[src/rtl/mdpm_pkg.sv]
`timescale 1ns / 1ps
`default_nettype none
package mdpm_pkg;

  localparam int SAMPLE_BITS = 8;
  localparam int DUTY_W      = 8;
  localparam int FILT_W      = 8;
  localparam int FAULT_W     = 2;
  localparam int CFG_IDX_W   = 3;
  localparam int CFG_DATA_W  = 8;
  localparam int HIST_DEPTH  = 3;

  localparam logic [CFG_IDX_W-1:0] CFG_START_DUTY = 3'd0;
  localparam logic [CFG_IDX_W-1:0] CFG_DUTY_STEP  = 3'd1;
  localparam logic [CFG_IDX_W-1:0] CFG_DUTY_MAX   = 3'd2;
  localparam logic [CFG_IDX_W-1:0] CFG_VOLT_LIMIT = 3'd3;
  localparam logic [CFG_IDX_W-1:0] CFG_TEMP_LIMIT = 3'd4;
  localparam logic [CFG_IDX_W-1:0] CFG_CURR_LIMIT = 3'd5;

  localparam logic [FAULT_W-1:0] FAULT_NONE = 2'd0;
  localparam logic [FAULT_W-1:0] FAULT_VOLT = 2'd1;
  localparam logic [FAULT_W-1:0] FAULT_TEMP = 2'd2;
  localparam logic [FAULT_W-1:0] FAULT_CURR = 2'd3;

  typedef struct packed {
    logic [SAMPLE_BITS-1:0] volt_sample;
    logic [SAMPLE_BITS-1:0] curr_sample;
    logic [SAMPLE_BITS-1:0] temp_sample;
    logic                   start_pressed;
    logic                   minus_pressed;
    logic                   plus_pressed;
    logic                   prime;
  } in_word_t;

  typedef struct packed {
    logic [DUTY_W-1:0]  duty;
    logic [FAULT_W-1:0] fault_code;
    logic [FILT_W-1:0]  volt_filtered;
    logic [FILT_W-1:0]  curr_filtered;
    logic [FILT_W-1:0]  temp_filtered;
  } out_word_t;

  typedef struct packed {
    logic [DUTY_W-1:0] start_duty;
    logic [DUTY_W-1:0] duty_step;
    logic [DUTY_W-1:0] duty_max;
    logic [FILT_W-1:0] volt_limit;
    logic [FILT_W-1:0] temp_limit;
    logic [FILT_W-1:0] curr_limit;
  } cfg_regs_t;

  typedef struct packed {
    logic [FILT_W-1:0] volt;
    logic [FILT_W-1:0] curr;
    logic [FILT_W-1:0] temp;
  } filt_set_t;

  typedef struct packed {
    logic [DUTY_W-1:0]  duty;
    logic [FAULT_W-1:0] fault_code;
    logic               held;
  } ctrl_stat_t;

endpackage
`default_nettype wire

[src/rtl/motor_drive_protection_monitor_unit.sv]
`timescale 1ns / 1ps
`default_nettype none
// Motor drive protection monitor.
// Input channel (in_valid / in_stall / in_word): one word per sample set with raw
// voltage, current and temperature counts plus start, minus, plus and prime bits.
// Result channel (out_valid / out_stall / out_word): exactly one word per input
// word with duty, fault code and the three averaged channel values.
// Config port (cfg_we / cfg_idx / cfg_wdata): write-only, one register per cycle,
// to be used only while no word is in flight.
// Three averaging lanes run side by side, one per channel; a control stage merges
// their outputs into button handling, duty saturation and fault latching.
// Each result is built combinationally from the accepted word and registered in out_r
// (or skid_r). Throughput: 1 word per cycle while in_stall is low.
// When the receiver stalls, the output register holds its word and a one-entry
// skid register takes one more; in_stall rises only when the skid is full.
// Reset (rst_n low, synchronous) clears filter history, duty, drive state, fault,
// both output buffers, and loads default config values.
// After a fault latches, every word returns duty 0, the fault code and frozen
// averages until reset.
module motor_drive_protection_monitor_unit
  import mdpm_pkg::*;
(
  input  wire logic                  clk,
  input  wire logic                  rst_n,
  input  wire logic                  in_valid,
  output logic                       in_stall,
  input  wire in_word_t              in_word,
  output logic                       out_valid,
  input  wire logic                  out_stall,
  output out_word_t                  out_word,
  input  wire logic                  cfg_we,
  input  wire logic [CFG_IDX_W-1:0]  cfg_idx,
  input  wire logic [CFG_DATA_W-1:0] cfg_wdata
);

  cfg_regs_t  cfg_r;
  filt_set_t  filt;
  ctrl_stat_t stat;
  out_word_t  res;
  out_word_t  out_r, out_nxt, skid_r, skid_nxt;
  logic       out_valid_r, out_valid_nxt, skid_valid_r, skid_valid_nxt;
  logic       in_acc, out_take, lane_upd;

  assign in_acc   = in_valid && !skid_valid_r;
  assign out_take = out_valid_r && !out_stall;
  assign lane_upd = in_acc && !stat.held;

  always_ff @(posedge clk) begin
    if (!rst_n) begin
      cfg_r.start_duty <= 8'd80;
      cfg_r.duty_step  <= 8'd10;
      cfg_r.duty_max   <= 8'd100;
      cfg_r.volt_limit <= 8'd217;
      cfg_r.temp_limit <= 8'd168;
      cfg_r.curr_limit <= 8'd61;
    end else if (cfg_we) begin
      case (cfg_idx)
        CFG_START_DUTY: cfg_r.start_duty <= cfg_wdata;
        CFG_DUTY_STEP:  cfg_r.duty_step  <= cfg_wdata;
        CFG_DUTY_MAX:   cfg_r.duty_max   <= cfg_wdata;
        CFG_VOLT_LIMIT: cfg_r.volt_limit <= cfg_wdata;
        CFG_TEMP_LIMIT: cfg_r.temp_limit <= cfg_wdata;
        CFG_CURR_LIMIT: cfg_r.curr_limit <= cfg_wdata;
        default: ;
      endcase
    end
  end

  mdpm_avg_lane u_lane_volt (
    .clk    (clk),
    .rst_n  (rst_n),
    .upd    (lane_upd),
    .sample (in_word.volt_sample),
    .filt   (filt.volt)
  );

  mdpm_avg_lane u_lane_curr (
    .clk    (clk),
    .rst_n  (rst_n),
    .upd    (lane_upd),
    .sample (in_word.curr_sample),
    .filt   (filt.curr)
  );

  mdpm_avg_lane u_lane_temp (
    .clk    (clk),
    .rst_n  (rst_n),
    .upd    (lane_upd),
    .sample (in_word.temp_sample),
    .filt   (filt.temp)
  );

  mdpm_ctrl u_ctrl (
    .clk     (clk),
    .rst_n   (rst_n),
    .acc     (in_acc),
    .in_word (in_word),
    .cfg     (cfg_r),
    .filt    (filt),
    .stat    (stat)
  );

  assign res.duty          = stat.duty;
  assign res.fault_code    = stat.fault_code;
  assign res.volt_filtered = filt.volt;
  assign res.curr_filtered = filt.curr;
  assign res.temp_filtered = filt.temp;

  always_comb begin
    out_nxt        = out_r;
    out_valid_nxt  = out_valid_r && !out_take;
    skid_nxt       = skid_r;
    skid_valid_nxt = skid_valid_r;
    if (skid_valid_r) begin
      if (out_take) begin
        out_nxt        = skid_r;
        out_valid_nxt  = 1'b1;
        skid_valid_nxt = 1'b0;
      end
    end else if (in_acc) begin
      if (out_valid_r && !out_take) begin
        skid_nxt       = res;
        skid_valid_nxt = 1'b1;
      end else begin
        out_nxt       = res;
        out_valid_nxt = 1'b1;
      end
    end
  end

  always_ff @(posedge clk) begin
    if (!rst_n) begin
      out_valid_r  <= 1'b0;
      skid_valid_r <= 1'b0;
    end else begin
      out_valid_r  <= out_valid_nxt;
      skid_valid_r <= skid_valid_nxt;
    end
  end

  always_ff @(posedge clk) begin
    out_r  <= out_nxt;
    skid_r <= skid_nxt;
  end

  assign in_stall  = skid_valid_r;
  assign out_valid = out_valid_r;
  assign out_word  = out_r;

endmodule
`default_nettype wire

[src/rtl/mdpm_avg_lane.sv]
`timescale 1ns / 1ps
`default_nettype none
module mdpm_avg_lane
  import mdpm_pkg::*;
(
  input  wire logic                   clk,
  input  wire logic                   rst_n,
  input  wire logic                   upd,
  input  wire logic [SAMPLE_BITS-1:0] sample,
  output logic      [FILT_W-1:0]      filt
);

  localparam int SUM_W = SAMPLE_BITS + 2;

  logic [FILT_W-1:0] hist_r [HIST_DEPTH];
  logic [SUM_W-1:0]  sum;
  logic [FILT_W-1:0] avg;

  assign sum = SUM_W'(sample) + SUM_W'(hist_r[0]) + SUM_W'(hist_r[1]) + SUM_W'(hist_r[2]);
  assign avg = sum[FILT_W+1:2];
  assign filt = upd ? avg : hist_r[0];

  always_ff @(posedge clk) begin
    if (!rst_n) begin
      for (int i = 0; i < HIST_DEPTH; i++) hist_r[i] <= '0;
    end else if (upd) begin
      hist_r[0] <= avg;
      hist_r[1] <= hist_r[0];
      hist_r[2] <= hist_r[1];
    end
  end

endmodule
`default_nettype wire

[src/rtl/mdpm_ctrl.sv]
`timescale 1ns / 1ps
`default_nettype none
module mdpm_ctrl
  import mdpm_pkg::*;
(
  input  wire logic      clk,
  input  wire logic      rst_n,
  input  wire logic      acc,
  input  wire in_word_t  in_word,
  input  wire cfg_regs_t cfg,
  input  wire filt_set_t filt,
  output ctrl_stat_t     stat
);

  logic               drive_on_r, drive_on_nxt;
  logic [DUTY_W-1:0]  duty_r, duty_nxt;
  logic [FAULT_W-1:0] fault_r, fault_nxt;
  logic [DUTY_W:0]    plus_sum;
  logic               upd;

  assign upd      = acc && (fault_r == FAULT_NONE) && !in_word.prime;
  assign plus_sum = {1'b0, duty_r} + {1'b0, cfg.duty_step};

  always_comb begin
    drive_on_nxt = drive_on_r;
    duty_nxt     = duty_r;
    fault_nxt    = fault_r;
    if (upd) begin
      if (in_word.start_pressed) begin
        drive_on_nxt = !drive_on_r;
        duty_nxt     = drive_on_r ? '0 : cfg.start_duty;
      end else if (in_word.minus_pressed) begin
        duty_nxt = (duty_r >= cfg.duty_step) ? duty_r - cfg.duty_step : '0;
      end else if (in_word.plus_pressed) begin
        duty_nxt = (plus_sum > {1'b0, cfg.duty_max}) ? cfg.duty_max : plus_sum[DUTY_W-1:0];
      end
      if (filt.volt > cfg.volt_limit) begin
        fault_nxt = FAULT_VOLT;
      end else if (filt.temp > cfg.temp_limit) begin
        fault_nxt = FAULT_TEMP;
      end else if (filt.curr > cfg.curr_limit) begin
        fault_nxt = FAULT_CURR;
      end
      if (fault_nxt != FAULT_NONE) begin
        duty_nxt     = '0;
        drive_on_nxt = 1'b0;
      end
    end
  end

  always_ff @(posedge clk) begin
    if (!rst_n) begin
      drive_on_r <= 1'b0;
      duty_r     <= '0;
      fault_r    <= FAULT_NONE;
    end else begin
      drive_on_r <= drive_on_nxt;
      duty_r     <= duty_nxt;
      fault_r    <= fault_nxt;
    end
  end

  assign stat.duty       = duty_nxt;
  assign stat.fault_code = fault_nxt;
  assign stat.held       = (fault_r != FAULT_NONE);

endmodule
`default_nettype wire

[config.mk]
export PLATFORM = sky130hd
export DESIGN_NAME = motor_drive_protection_monitor_unit
export DESIGN_NICKNAME = d
export VERILOG_FILES = /design/src/rtl/mdpm_pkg.sv /design/src/rtl/motor_drive_protection_monitor_unit.sv /design/src/rtl/mdpm_avg_lane.sv /design/src/rtl/mdpm_ctrl.sv
export SDC_FILE = /design/constraint.sdc
export NUM_CORES = 1
export LEC_CHECK = 0
export ABC_AREA = 1
export BUFFER_PORTS_ARGS = -buffer_cell sky130_fd_sc_hd__buf_2
export CAP_MARGIN = 20
export CORE_MARGIN = 4
export CORE_UTILIZATION = 55
export CTS_BUF_LIST = sky130_fd_sc_hd__clkbuf_8
export DETAILED_ROUTE_END_ITERATION = 8
export PLACE_DENSITY = 0.73
export SLEW_MARGIN = 5
export SYNTH_ARGS = -nofsm -noshare
export SYNTH_HDL_FRONTEND = slang
export SYNTH_SLANG_ARGS = --single-unit
[constraint.sdc]
create_clock -name clk -period 5.3 [get_ports clk]
set_clock_uncertainty 0.05 [all_clocks]
set_input_delay 0 -clock clk [delete_from_list [all_inputs] [get_ports clk]]
set_output_delay 0 -clock clk [all_outputs]
set_load 0.02 [all_outputs]
# --- After elaboration in Yosys (flattened, before gate mapping) ---
# Memories as Yosys holds them, arrays and structs flattened.
# Index checks and enable logic that the tools add are counted.
# Widths: inputs -> output; s select.
totals:
  register_bits: 129
  ram_bits: 72
  inputBits: 44
  out_inout_bits: 36
  elab_cells: 126
  n_memories: 3
mem_list:
  columns: ["name", "words", "width", "read_ports", "rd_clocked_by_memory_dff", "write_ports", "line_no", "text"]
  rows:
  - ["u_lane_curr.hist_r", 3, 8, 3, 0, 3, "mdpm_avg_lane.sv:15", "logic [FILT_W-1:0] hist_r [HIST_DEPTH];"]
  - ["u_lane_temp.hist_r", 3, 8, 3, 0, 3, "mdpm_avg_lane.sv:15", null]
  - ["u_lane_volt.hist_r", 3, 8, 3, 0, 3, "mdpm_avg_lane.sv:15", null]
op_classes:
  n_addsub: 11
  n_lt_le_gt_ge: 5
  eq_ne: 7
  n_mux: 42
  bitwise_logic: 10
  n_reduce_logical: 27
op_table:
  columns: ["op", "n"]
  rows:
  - ["$mux 8", 20]
  - ["$mux 34", 4]
  - ["$add 10x8->10", 6]
  - ["$add 8x8->9", 4]
  - ["$gt 8x8->1", 3]
  - ["$reduce_and 2->1", 7]
  - ["$mux 1", 13]
  - ["$mux 2", 5]
  - ["$gt 9x8->1", 1]
  - ["$or 1x1->1", 9]
  - ["$ge 8x8->1", 1]
  - ["$reduce_bool 2->1", 4]
  - ["$sub 8x8->8", 1]
  - ["$eq 3x2->1 const B", 2]
  - ["$eq 3x3->1 const B", 2]
  - ["$logic_and 1x1->1", 6]
  - ["$logic_not 1->1", 6]
  - ["$reduce_and 3->1", 2]
  - ["$eq 3x1->1 const B", 1]
  - ["$logic_not 3->1", 1]
  - ["$logic_not 2->1", 1]
  - ["$ne 2x1->1 const B", 1]
  - ["$ne 2x2->1 const B", 1]
  - ["$not 1->1", 1]

# --- Depth between registers and ports, before layout ---
# An unclocked memory read counts as a cell.
depth:
  ltp_word: 16
  depth_mapped: 33
  mapped_depth_nobuf: 33

# --- By module ---
# A second synthesis with hierarchy kept.
unflattened:
  cells_unflattened: 1448
  hier_area_um2: 12112.9
by_module_without_submodules:
  columns: ["mod", "instances", "cells_each", "area_each_um2", "seq_area_each_um2"]
  rows:
  - ["motor_drive_protection_monitor_unit", 1, 462, 4474.3, 3042.9]
  - ["mdpm_avg_lane at u_lane_curr ...", 2, 195, 1739.2, 720.7]
  - ["mdpm_ctrl", 1, 401, 2403.6, 220.2]
  - ["mdpm_avg_lane at u_lane_volt", 1, 195, 1756.7, 720.7]

# --- Worst setup path after synthesis ---
# No wires, ideal clock.
synth_path:
  path_kind: "register to register"
  start: "memory u_lane_curr.hist_r[0][0]"
  end: "register out_r, in the netlist out_word[31] (data pin)"
  arrival_ns: 4.561
  setup_slack_ns: 0.437
  path_stages_with_launch: 29
  synth_period_minus_slack_ns: 4.863
  path_cell_list: "edfxtp_1 -> ha_1 -> inv_1 -> fa_1 -> o21ai_0 -> a21oi_1 -> o21ai_0 -> xnor2_1 -> fa_1 -> inv_1 -> ha_1 -> inv_1 -> o311ai_0 -> xor2_1 -> nor2_1 -> a21oi_1 -> inv_1 -> ha_1 -> nand2_1 -> nor2_1 -> nand2_1 -> o211ai_1 -> o21ai_0 -> nand2_1 -> nor2_2 -> nand3_1 -> nand2_1 -> nand2_1 -> nand2_1"
synth_rtl:
  columns: ["item", "line_no", "text"]
  rows:
  - ["start, declared", "mdpm_avg_lane.sv:15", null]
  - ["end signal, assigned", "motor_drive_protection_monitor_unit.sv:142", "out_r <= out_nxt;"]
  - ["end, declared", "motor_drive_protection_monitor_unit.sv:40", "out_word_t out_r, out_nxt, skid_r, skid_nxt;"]

==> implementation parameters <==
Parameter                              Value

Cells and area
  Post-layout net count ... 1664
  N_diodes ... 0
  Number of non-filler instances in the completed layout ... 1798
  Fin area ... 14020 µm²
  Layout overhead on the synthesized area ... 18.26%
  Fraction of final layout cells with drive strength greater than 1 ... 15.50%

Power
  Clock power share ... 15.6%
  Switching part of the total ... 44.44%
  Comb pwr share ... 57.9%
  Total net switching power ... 4196 µW
  Largest vdd supply drop ... 0.0003235 V
  Sequential group share of total power ... 26.5%
  Power per standard cell area ... 673.6 nW/µm²
  Cell internal pwr ... 5246 µW
  Leakage power ... 0.006552 µW

GRT
  Pin count of the biggest net entering global routing ... 61
  Met1 Usage GRT ... 30.03%
  Global routing usage on met2 ... 38.42%
  Initial antenna violation count ... 0
  Vias in the first global route ... 9026
  Global-route usage over all layers ... 22.55%
  Global-route wire length before repair ... 44.12 mm
  Met3 track demand over resource in global routing ... 3.945%
  Leftover overflow at the end of global routing ... 0
  Highest-utilization routing layer at the global route stage ... met2

Run status
  Outcome ... complete, no violations

CTS
  Clock transition at the register clock pins on the worst setup and hold paths after CTS ... 0.06 ns
  Number of buffers on the longest clock path ... 3
  Clock sinks ... 201
  Root buffer cell ... sky130_fd_sc_hd__clkbuf_8
  CTS buffer count ... 36
  Clock latency on the worst-skew pair ... 0.52 ns
  TritonCTS clock tree ... built
  Count of H-tree levels built during CTS ... 2

Floorplanning
  Area of the die ... 23960 µm²
  Floorplan die height ... 154.8 µm
  Starting Density ... 56.21%
  Total number of placement rows ... 53
  Core area ... 21090 µm²
  X dimension of the die ... 154.8 µm
  IO Pins ... 80

STA
  Timing-limited maximum frequency ... 0.1982 GHz
  Transition time of the tightest slew-check pin ... 1.044 ns
  Final hold viol count ... 0
  Final worst-path setup slack ... 0.2542 ns
  Headroom to the max-slew limit ... 30.24%
  Max-slew violations ... 0
  Total setup violations reported at the end of the flow ... 0
  Final min period ... 5.046 ns
  Post-route fraction of the period consumed by the critical path ... 95.20%

Synthesis
  Synthesized netlist net count ... 1522
  Yosys reg bits ... 201
  Synthesis Warnings ... 0
  Mean instance size in the synthesized netlist ... 8.760 µm²
  Cell types occupying the most area after synthesis ... sky130_fd_sc_hd__edfxtp_1 35%, sky130_fd_sc_hd__dfxtp_1 10%, sky130_fd_sc_hd__ha_1 10%
  Async set-reset flop share out of synthesis ... 0%
  Synth unique cells ... 42
  Share of synthesized area occupied by flip-flops and latches ... 45.77%
  Number of instances in the synthesized netlist ... 1353
  Most frequent cell after synthesis ... sky130_fd_sc_hd__nand2_1
  Most numerous cell types in the synthesized netlist ... 263 x sky130_fd_sc_hd__nand2_1, 236 x sky130_fd_sc_hd__inv_1, 146 x sky130_fd_sc_hd__nor2_1
  Count of flip-flops with a built-in enable after synthesis ... 140
  Post-Syn Area ... 11850 µm²
  Most used flip-flop cell after synthesis ... sky130_fd_sc_hd__edfxtp_1
  Cell accounting for the most synthesized area ... sky130_fd_sc_hd__edfxtp_1
  Area share of the leading cell type in the synthesized netlist ... 35.47%

Worst setup path
  Kind of start point of the critical path ... flop
  CP Class ... reg2reg
  Signal arrival time at the worst endpoint ... 5.27 ns
  Internal reg-to-reg setup slack ... 0.25 ns
  Maximum fanout along the worst path ... 8
  Kind of cell adding the most delay to the critical path ... adder cells
  Cell repeated most along the worst path ... sky130_fd_sc_hd__nand2_1
  Data required time of the worst path ... 5.53 ns
  CP endpoint kind ... flop
  Bufs and invs on worst path ... 7
  Crit-path max cell delay ... 0.49 ns
  Critical-path top delay cell ... sky130_fd_sc_hd__fa_1

Detailed routing
  Vias post-DR ... 9312
  Count of TritonRoute iterations in the first routing pass ... 6
  Detailed-route wire length per cell ... 15.24 µm
  Count of nets left with antenna violations after detail routing ... 0
  DR vias/cell ... 5.179
  Total wirelength of the detailed-routed design ... 27.41 mm
  DRC violations left ... 0
  Detailed Route Iter0 Violations ... 502

Place
  Post-placement setup slack ... -0.08196 ns
  Placed insts ... 1691
  Half-perimeter wire length after detailed placement ... 18.86 mm
  Area post-placement ... 12600 µm²
  IO Port Bufs ... 79
  RD Place Congestion ... 0.9275

Job
  Max-cap viol count ... 0

Min path
  Kind of path behind the tightest hold check ... in2reg
[repair_timing]
action | 4_1_cts | 5_1_grt
pin swaps | 0 | 23
gates resized for setup | 6 | 70
hold endpoints to repair | 73 | 0
buffers inserted | 0 | 9
endpoints found under the setup margin | 13 | 31
hold buffers | 32 | 0
cloned | 0 | 0
[path summary, 6_finish.rpt]
kind                                                from          endpoint  cells after the start
worst max register to register  u_lane_curr.hist_r[0][0]      out_word[29]                     33
worst max-delay path            u_lane_curr.hist_r[0][0]      out_word[29]                     33
worst min register to register                 cfg_r[21]         cfg_r[21]                      2
worst min-delay path                          in_word[1]  u_ctrl.duty_r[0]                      6
[tightest hold or removal path, cell delays in order]
cell                      delay (ns)
sky130_fd_sc_hd__buf_2          0.19
sky130_fd_sc_hd__nand2_1        0.10
sky130_fd_sc_hd__nand2_1        0.05
sky130_fd_sc_hd__nand2_1        0.07
sky130_fd_sc_hd__o21ai_2        0.06
sky130_fd_sc_hd__a21oi_1        0.12
[area by class of cell]
cell class              instances  area, µm²
inverters                     243      922.1
clock buffers                  46      633.1
multi-input cells             878       5678
repair buffers                135      899.6
clock inverters                20      115.1
well taps                     275      344.1
fillers                      1764       7071
flip-flops and latches        201       5425
[layout by cell type, fill, tap and decap left out, types with 3 or more instances in the layout]
cell type,n
sky130_fd_sc_hd__xor2_1,21
sky130_fd_sc_hd__inv_2,6
sky130_fd_sc_hd__nand4_1,5
sky130_fd_sc_hd__a21oi_1,91
sky130_fd_sc_hd__nand2_1,259
sky130_fd_sc_hd__dlygate4sd3_1,32
sky130_fd_sc_hd__a21oi_2,13
sky130_fd_sc_hd__buf_2,79
sky130_fd_sc_hd__nor2_1,143
sky130_fd_sc_hd__dfxtp_1,61
sky130_fd_sc_hd__edfxtp_1,140
sky130_fd_sc_hd__o211ai_1,15
sky130_fd_sc_hd__ha_1,85
sky130_fd_sc_hd__nand2_2,7
sky130_fd_sc_hd__xnor2_1,10
sky130_fd_sc_hd__ha_4,8
sky130_fd_sc_hd__a21o_1,5
sky130_fd_sc_hd__fa_2,4
sky130_fd_sc_hd__ha_2,3
sky130_fd_sc_hd__o21ai_2,7
sky130_fd_sc_hd__nor3_2,8
sky130_fd_sc_hd__nand3_1,47
sky130_fd_sc_hd__o21bai_1,8
sky130_fd_sc_hd__clkinv_2,3
sky130_fd_sc_hd__clkbuf_8,46
sky130_fd_sc_hd__nor2_4,4
sky130_fd_sc_hd__fa_1,25
sky130_fd_sc_hd__nand3b_1,4
sky130_fd_sc_hd__clkinv_1,3
sky130_fd_sc_hd__o21ai_0,66
sky130_fd_sc_hd__inv_1,245
sky130_fd_sc_hd__o21ai_1,15
sky130_fd_sc_hd__buf_4,23
[per-layer routing]
layer	part of all wire, %	vias to the layer above
li1	-	4681
met1	44	4362
met2	49	221
met3	5.8	48
met4	1.7	0
met5	0	-
[logic make-up (layout without fill, tap and decap cells)]
group / Yosys count / after routing / share of synthesized area, %
simple gates: 488 / 488 / 17.14
buf+inv: 274 / 444 / 8.867
compound gates: 232 / 232 / 10.75
flops: 201 / 201 / 45.77
fa+ha+maj: 125 / 125 / 15.03
xor+xnor: 33 / 33 / 2.438
[through the flow]
stage	total power (µW)	setup TNS [ns]	hold WS, ns	util [%]
6_report	9442	0	0.06801	66.47
5_1_grt	10330	-0.7148	0.09742	66.47
4_1_cts	8898	0	0.03863	64.80
3_5_place_dp	7352	-0.3763	0.3035	59.74
3_3_place_gp	7203	0	0.2967	59.74
2_1_floorplan	6046	0	0.07613	-
[state kept, by name, indices dropped and copies added, names as in the netlist]
signal and flops:
out_valid 1, cfg_r 48, u_ctrl.drive_on_r 1, out_word 34, u_lane_volt.hist_r 24, u_lane_temp.hist_r 24, u_lane_curr.hist_r 24, u_ctrl.fault_r 2
skid_r 34, u_ctrl.duty_r 8, in_stall 1
[power by group through the flow]
stage                     registers, µW  clock network, µW  logic (µW)
after global placement             2510                  0        4690
final                              2500               1470        5470
after detailed placement           2530                  0        4820
after floorplan                    2630                  0        3410
after global routing               2540               1580        6210
after CTS                          2500               1510        4890
(Power assumes the default switching activity.)
